===== config.mk =====
export PLATFORM = sky130hd
export DESIGN_NAME = fgks_rem
export DESIGN_NICKNAME = d
export VERILOG_FILES = /design/src/hdl/fgks_pkg.sv /design/src/hdl/fgks_rem.sv
export SDC_FILE = /design/constraint.sdc
export NUM_CORES = 1
export LEC_CHECK = 0
export BUFFER_PORTS_ARGS = -buffer_cell sky130_fd_sc_hd__buf_4
export CAP_MARGIN = 5
export CORE_UTILIZATION = 55
export DETAILED_ROUTE_END_ITERATION = 16
export GPL_ROUTABILITY_DRIVEN = 0
export PLACE_DENSITY_LB_ADDON = 0.2
export SYNTH_ARGS = -nofsm -noshare
export SYNTH_HDL_FRONTEND = slang
export SYNTH_SLANG_ARGS = --single-unit

===== constraint.sdc =====
create_clock -name clk -period 2.55 [get_ports clk]
set_input_delay 0 -clock clk [delete_from_list [all_inputs] [get_ports clk]]
set_output_delay 0 -clock clk [all_outputs]
set_load 0.01 [all_outputs]

===== src/hdl/fgks_pkg.sv =====
// Shared constants and the sequencer state type for the k-th successor block.
// Used by fgks_rem, functional_graph_kth_successor_top, fgks_chk and the bench; no dependencies.
`default_nettype none

package fgks_pkg;

  localparam int MAX_NODES = 1024;
  localparam int NODE_W    = $clog2(MAX_NODES);
  localparam int LEN_W     = NODE_W + 1;     // path length, holds MAX_NODES itself
  localparam int STEP_W    = 30;
  localparam int STAMP_W   = 16;
  localparam int S_TDATA_W = ((2 * NODE_W + STEP_W + 7) / 8) * 8;
  localparam int M_TDATA_W = ((NODE_W + 7) / 8) * 8;

  localparam logic CMD_WRITE = 1'b0;
  localparam logic CMD_QUERY = 1'b1;

  localparam logic [STAMP_W-1:0] STAMP_FIRST = STAMP_W'(1);
  localparam logic [STAMP_W-1:0] STAMP_LAST  = {STAMP_W{1'b1}};

  typedef enum logic [2:0] {
    ST_CLEAR,
    ST_IDLE,
    ST_START,
    ST_FETCH,
    ST_WALK,
    ST_MOD,
    ST_PATH,
    ST_RESP
  } state_t;

endpackage

`default_nettype wire


===== src/hdl/fgks_rem.sv =====
// Iterative restoring remainder unit: one quotient bit per cycle.
// Depends on fgks_pkg for the dividend and length widths.
`default_nettype none

module fgks_rem (
  input  logic                      clk,
  input  logic                      rst,
  input  logic                      start,
  input  logic [fgks_pkg::STEP_W-1:0] dividend,
  input  logic [fgks_pkg::LEN_W-1:0]  divisor,
  output logic                      done,
  output logic [fgks_pkg::LEN_W-1:0]  rem
);
  import fgks_pkg::*;

  localparam int CNT_W = $clog2(STEP_W);

  logic               busy;
  logic [CNT_W-1:0]   cnt;
  logic [STEP_W-1:0]  dvd;
  logic [LEN_W-1:0]   dsr;
  logic [LEN_W:0]     trial;
  logic               fits;

  // remainder stays below the divisor, so one extra bit covers the shifted value
  assign trial = {rem, dvd[STEP_W-1]};
  assign fits  = trial >= {1'b0, dsr};

  always_ff @(posedge clk) begin
    if (rst) begin
      busy <= 1'b0;
      done <= 1'b0;
      cnt  <= '0;
    end else begin
      done <= busy && !start && (cnt == CNT_W'(STEP_W - 1));
      if (start) begin
        busy <= 1'b1;
        cnt  <= '0;
      end else if (busy) begin
        cnt <= cnt + CNT_W'(1);
        if (cnt == CNT_W'(STEP_W - 1)) busy <= 1'b0;
      end
    end
  end

  always_ff @(posedge clk) begin
    if (start) begin
      dvd <= dividend;
      dsr <= divisor;
      rem <= '0;
    end else if (busy) begin
      dvd <= {dvd[STEP_W-2:0], 1'b0};
      if (fits) begin
        rem <= LEN_W'(trial - {1'b0, dsr});
      end else begin
        rem <= trial[LEN_W-1:0];
      end
    end
  end

endmodule

`default_nettype wire


==> results of run 1 <==
-- worst paths after layout --
path / from / endpoint / slack [ns] / cells after the start
min: start / rem[5]$_SDFFE_PP0P_ / 0.07 / 2
min reg2reg: cnt[4]$_SDFFE_PP0P_ / done$_SDFF_PP0_ / 0.50 / 2
max reg2reg: dsr[9]$_DFFE_PP_ / rem[0]$_SDFFE_PP0P_ / 0.14 / 8
max: dsr[9]$_DFFE_PP_ / rem[0]$_SDFFE_PP0P_ / 0.14 / 8
-- placed cells by master, fill, tap and decap left out, drive strengths merged, types with 3 or more instances in the layout --
cell type,instances
a211oi,3
a21oi,9
buf,61
clkbuf,11
dfxtp,18
dlygate4sd3,42
edfxtp,41
ha,13
inv,17
mux2,30
mux2i,6
nand2,12
nand4,3
nor2,24
nor3,8
o21ai,9
o31ai,3
xnor2,3
xor2,4
-- sequential cells by signal (all words and copies together) (netlist names) --
signal and cells:
busy 1, cnt 5, done 1, dsr 11
dvd 30, rem 11
-- layout make-up --
cell class	instances	area (um2)
multi-input combinational	165	1280
clock buffer	11	131
tap	70	87.6
sequential	59	1590
timing repair buffer	103	878
clock inverter	5	77.6
inverter	17	63.8
fill	313	1060
-- power by group --
part           total, uW  switching, uW  internal, uW
registers           1160           39.9          1120
logic                518            246           272
clock network        923            375           548
-- stage by stage --
| step | power (uW) | utilization (%) | hold WS, ns | worst slack (ns) | instance area (um2) |
|---|---|---|---|---|---|
| after floorplan | 1480 | - | 0.0724 | 0.241 | 2980 |
| after global placement | 1610 | 66.9 | 0.179 | 0.161 | 3460 |
| after detailed placement | 1630 | 66.9 | 0.179 | 0.0871 | 3460 |
| after CTS | 2580 | 79.1 | 0.0797 | 0.0635 | 4090 |
| after global routing | 2710 | 79.5 | 0.0904 | 0.0281 | 4110 |
| final | 2600 | 79.5 | 0.0748 | 0.142 | 4110 |
-- what timing repair did --
item                                   4_1_cts  5_1_grt
resized for setup                            0        4
setup buffers                                0        1
hold buffers                                42        0
endpoints found under the hold margin       48        0
setup endpoints to repair                    0        8
-- layer usage --
| layer | track usage, % | part of all wire [%] | up-vias |
|---|---|---|---|
| met2 | 46.9 | 52 | 81 |
| met1 | 32.3 | 41 | 1071 |
| li1 | - | - | 1134 |
| met4 | 11.3 | 1.5 | 0 |
| met3 | 7.14 | 5.8 | 9 |
| met5 | 0 | 0 | - |
-- logic make-up after synthesis --
logic type	count (synthesis)	synth area share [%]
AO/OA/AOI/OAI	43	9.97
XOR/XNOR	7	2.06
adder cells (fa/ha/maj)	14	6.14
AND/OR/NAND/NOR	65	11.1
flip-flops	59	53.5
multiplexers	36	13.4
buffers and inverters	27	3.91
==> impl_metrics.yaml, run 1 <==
critical_path:
  crit_type: "register to register"
  crit_buf_inv: 1
  critPathArrivalTime_ns: 2.67
  cpPeakStageDelay_ns: 0.36
  cp_common_cell: "a211o_1"
  critPathCaptureType: "register"
  crit_path_top_delay_cell: "mux2_2"
  cp_top_family: "compound AO/OA/AOI/OAI gates"
  path_cells: "inv_1 > ha_1 > a21o_1 > a211o_1 > a211o_1 > nor2_1 > mux2_2 > a211oi_1"
  cp_max_fo: 7
  start_kind: "register"
  required_ns: 2.81
power:
  pwr_density_cell_mw_per_mm2: 633
  vdd_ir_drop_max_mv: 0.432
  p_leak_uw: 0.00173
synth:
  yosysSeqAreaShare_pct: 53.5
  synth_area_per_cell_um2: 11.9
  synth_edf_count: 41
  synth_nets: 309
  synthTopCellsByCount: "41 x edfxtp_1, 30 x mux2_2, 24 x nor2_1, 18 x dfxtp_1, 17 x inv_1"
  synth.most_common_cell: "edfxtp_1"
  post_synth_num_cell_types: 49
  synth_flop_cell: "edfxtp_1"
  ys_ff_latch: 59
  synth_top_area_share_pct: 41.4
  netlist_area_mm2: 0.00298
  ys_top_cells_by_area: "edfxtp_1 41%, dfxtp_1 12%, mux2_2 11%"
  yosys_warnings: 0
  syn_inst: 251
  synth_top_cell_by_area: "edfxtp_1"
  async_reset_ff_share_pct: 0
timing:
  relSlewSlack_pct: 69.2
  slew_violations: 0
  fmax_ghz: 0.415
  setup_viol: 0
  fin_crit_sh_pct: 94.4
  fin_crit_ns: 2.41
  setup_tns_ns: 0
  clock_skew_ns: 0.0109
  worstMarginPinSlew_ns: 0.460
  hold_viol: 0
  rsz0062_at_grt: "false"
detailed_routing:
  first_pass_iters: 4
  first_iter_violations: 161
  viasPerCell: 5.34
  dr_total_vias: 2295
  antenna_left: 0
  wire_per_inst_um: 15.9
  drc: 0
  routed_wl_mm: 6.86
grt:
  grt_pass1_vias: 2249
  grt_usage_pct: 27.2
  overflow: 0
  grt_pass1_wl_mm: 10.9
  grt_max_degree: 31
  antenna_found_initial: 0
layout:
  finish.net_count: 413
  drive_above_1_share_pct: 31.1
  area_growth_pct: 38.2
  diodes: 0
  final_cells: 430
cts:
  path_clk_slew_ns: 0.07
  htreeDepth: 3
  clk_latency_ns: 0.34
  clk_path_buf_depth: 2
  cts_tree: "built"
  cts_root_buffer: "clkbuf_8"
  cts_made_buffers: 9
  cts_sinks: 59
run:
  drv_cap: 0
floorplan:
  rows: 26
  dieArea_mm2: 0.00571
  ios: 56
  start_util_pct: 57.5
  fp.dieW_um: 75.6
  core_area_mm2: 0.00517
  die_height_um: 75.6
place:
  dp_cells: 371
  port_buffers: 55
  hpwl_mm: 4.07
outcome:
  status: "finished clean"
hold_path:
  hp-class: "input pin to register"
No activity file was read; power rests on OpenSTA's default activity.
==> run 2: changes to the inputs <==
- PLACE_DENSITY: default -> 0.76
- PLACE_DENSITY_LB_ADDON: 0.2 -> default
==> run 2 against run 1 <==
Against the previous run: wire length is 3.8% lower; combinational power hardly changed; sequential power hardly changed; clock skew is 0.0014 ns lower; worst hold slack better by 0.14 ns; largest power group unchanged; worst setup slack better by 0.023 ns; maximum frequency is 0.96% higher; first-iteration DRC count is 8.1% lower; non-clock buffer count is 1 lower.
==> impl_metrics.yaml, run 2 (synthesized netlist as in run 1, its figures left out) <==
layout:
  final_cell_mix: "60 x buf_4, 42 x dlygate4sd3_1, 41 x edfxtp_1"
  area_growth_pct: 37.7
  fin_area_mm2: 0.00410
  final_common_cell: "buf_4"
  top_regs: "dvd: 30 flops, dsr: 11 flops, rem: 11 flops"
  finish.net_count: 412
  diodes: 0
  regMostFlops: "dvd"
  largest_register_ffs: 30
  drive_above_1_share_pct: 30.6
critical_path:
  crit_buf_inv: 1
  start_kind: "register"
  crit_path_top_delay_cell: "fa_1"
  r2r_cells: 9
  cpPeakStageDelay_ns: 0.41
  r2r_setup_slack_ns: 0.17
  critPathCaptureType: "register"
  reg2reg_from: "dvd[29]$_DFFE_PP_"
  r2r-end: "rem[6]$_SDFFE_PP0P_"
  crit_type: "register to register"
  critPathArrivalTime_ns: 2.63
  required_ns: 2.80
  cp_max_fo: 4
  path_cells: "inv_1 > ha_1 > fa_1 > nand2b_4 > a21oi_2 > o2111a_2 > nor2_2 > or3b_1 > a311oi_1"
  cp_top_family: "compound AO/OA/AOI/OAI gates"
hold_path:
  hp-class: "input pin to register"
  worstHoldPathCells: 1
  hp-start: "start"
  holdPathEnd: "dsr[9]$_DFFE_PP_"
power:
  pwr-share-seq_pct: 45.9
  power_frac_comb_pct: 20.3
  p_clk_share_pct: 33.8
  pwr_density_cell_mw_per_mm2: 619
  p_leak_uw: 0.00172
  internal_power_uw: 1900
  finalPower_uw: 2540
  switching_power_uw: 635
  switching_share_pct: 25.0
  vdd_ir_drop_max_mv: 0.484
cts:
  path_clk_slew_ns: 0.07
  post-cts-setup-buffers: 0
  clk_path_buf_depth: 2
  clk_latency_ns: 0.33
  htreeDepth: 3
  cts_sinks: 59
  cts_root_buffer: "clkbuf_8"
  cts_tree: "built"
  cts_made_buffers: 9
timing:
  slew_violations: 0
  worstMarginPinSlew_ns: 0.629
  relSlewSlack_pct: 58.1
  hold_viol: 0
  fin_crit_sh_pct: 93.5
  fin_crit_ns: 2.38
  setup_viol: 0
  holdWs_ns: 0.214
  clock_skew_ns: 0.00955
  setup_tns_ns: 0
  finalWorstSetupSlack_ns: 0.165
  fmax_ghz: 0.419
detailed_routing:
  drc: 0
  top_layer_used: "met4"
  viasPerCell: 5.33
  routed_wl_mm: 6.60
  drt-met1-wl_mm: 2.76
  first_pass_iters: 4
  wl_met2_mm: 3.47
  first_iter_violations: 148
  wl_met3_um: 266
  wire_per_inst_um: 15.4
  antenna_left: 0
  dr_total_vias: 2287
floorplan:
  core_area_mm2: 0.00517
  rows: 26
  ios: 56
  fp.dieW_um: 75.6
  die_height_um: 75.6
  dieArea_mm2: 0.00571
  start_util_pct: 57.5
grt:
  grt_pass1_wl_mm: 10.2
  grt_max_degree: 55
  grt_pass1_vias: 2139
  grt_usage_pct: 25.4
  overflow: 0
  antenna_found_initial: 0
place:
  port_buffers: 55
  hpwl_mm: 3.86
  place_ws_ns: 0.0762
  placed_area_mm2: 0.00346
outcome:
  status: "finished clean"
run:
  drv_cap: 0
## run 2: worst max-delay path by stage
| stage | from | cells after the start | slack (ns) | endpoint |
|---|---|---|---|---|
| 2_1_floorplan | rem[0]$_SDFFE_PP0P_ | 8 | 0.24 | rem[6]$_SDFFE_PP0P_ |
| 3_3_place_gp | dvd[29]$_DFFE_PP_ | 9 | 0.15 | rem[6]$_SDFFE_PP0P_ |
| 3_5_place_dp | dvd[29]$_DFFE_PP_ | 9 | 0.08 | rem[6]$_SDFFE_PP0P_ |
| 4_1_cts | dvd[29]$_DFFE_PP_ | 9 | 0.07 | rem[6]$_SDFFE_PP0P_ |
| 5_1_grt | dvd[29]$_DFFE_PP_ | 9 | -0.002 | rem[6]$_SDFFE_PP0P_ |
| 6_report | dvd[29]$_DFFE_PP_ | 9 | 0.17 | rem[6]$_SDFFE_PP0P_ |
## run 2: cell type report
type	count	area [um2]
Fill cell	330	1080
Timing Repair Buffer	102	871
Clock buffer	14	163
Multi-Input combinational cell	165	1280
Inverter	17	63.8
Tap cell	70	87.6
Clock inverter	2	37.5
Sequential cell	59	1590
## run 2: layer usage
layer  up-vias  global-route usage [%]
met5         -                       0
met3        11                    8.99
met2        65                    44.5
met1      1081                    28.8
met4         0                    8.85
li1       1130                       -
## run 2: what timing repair did
action,in CTS,in global routing
endpoints found under the setup margin,0,5
hold endpoints to repair,48,0
resized for setup,0,4
hold buffers,42,0
## run 2: power by group through the flow
stage / Combinational (uW) / Sequential [uW] / Clock [uW]
5_1_grt: 568 / 1170 / 909
3_3_place_gp: 438 / 1180 / 0
4_1_cts: 499 / 1160 / 874
3_5_place_dp: 447 / 1180 / 0
2_1_floorplan: 304 / 1170 / 0
6_report: 516 / 1160 / 857
## run 2: per-stage QoR
stage / instances / utilization [%]
after floorplan: 251 / -
after global placement: 371 / 66.9
after detailed placement: 371 / 66.9
after CTS: 429 / 78.9
after global routing: 429 / 79.2
final: 429 / 79.2
## run 2: worst register-to-register path, stage by stage, from the launching register on
cell      delay, ns
edfxtp_1       0.32
inv_1          0.05
ha_1           0.22
fa_1           0.41
nand2b_4       0.17
a21oi_2        0.18
o2111a_2       0.28
nor2_2         0.07
or3b_1         0.36
a311oi_1       0.24
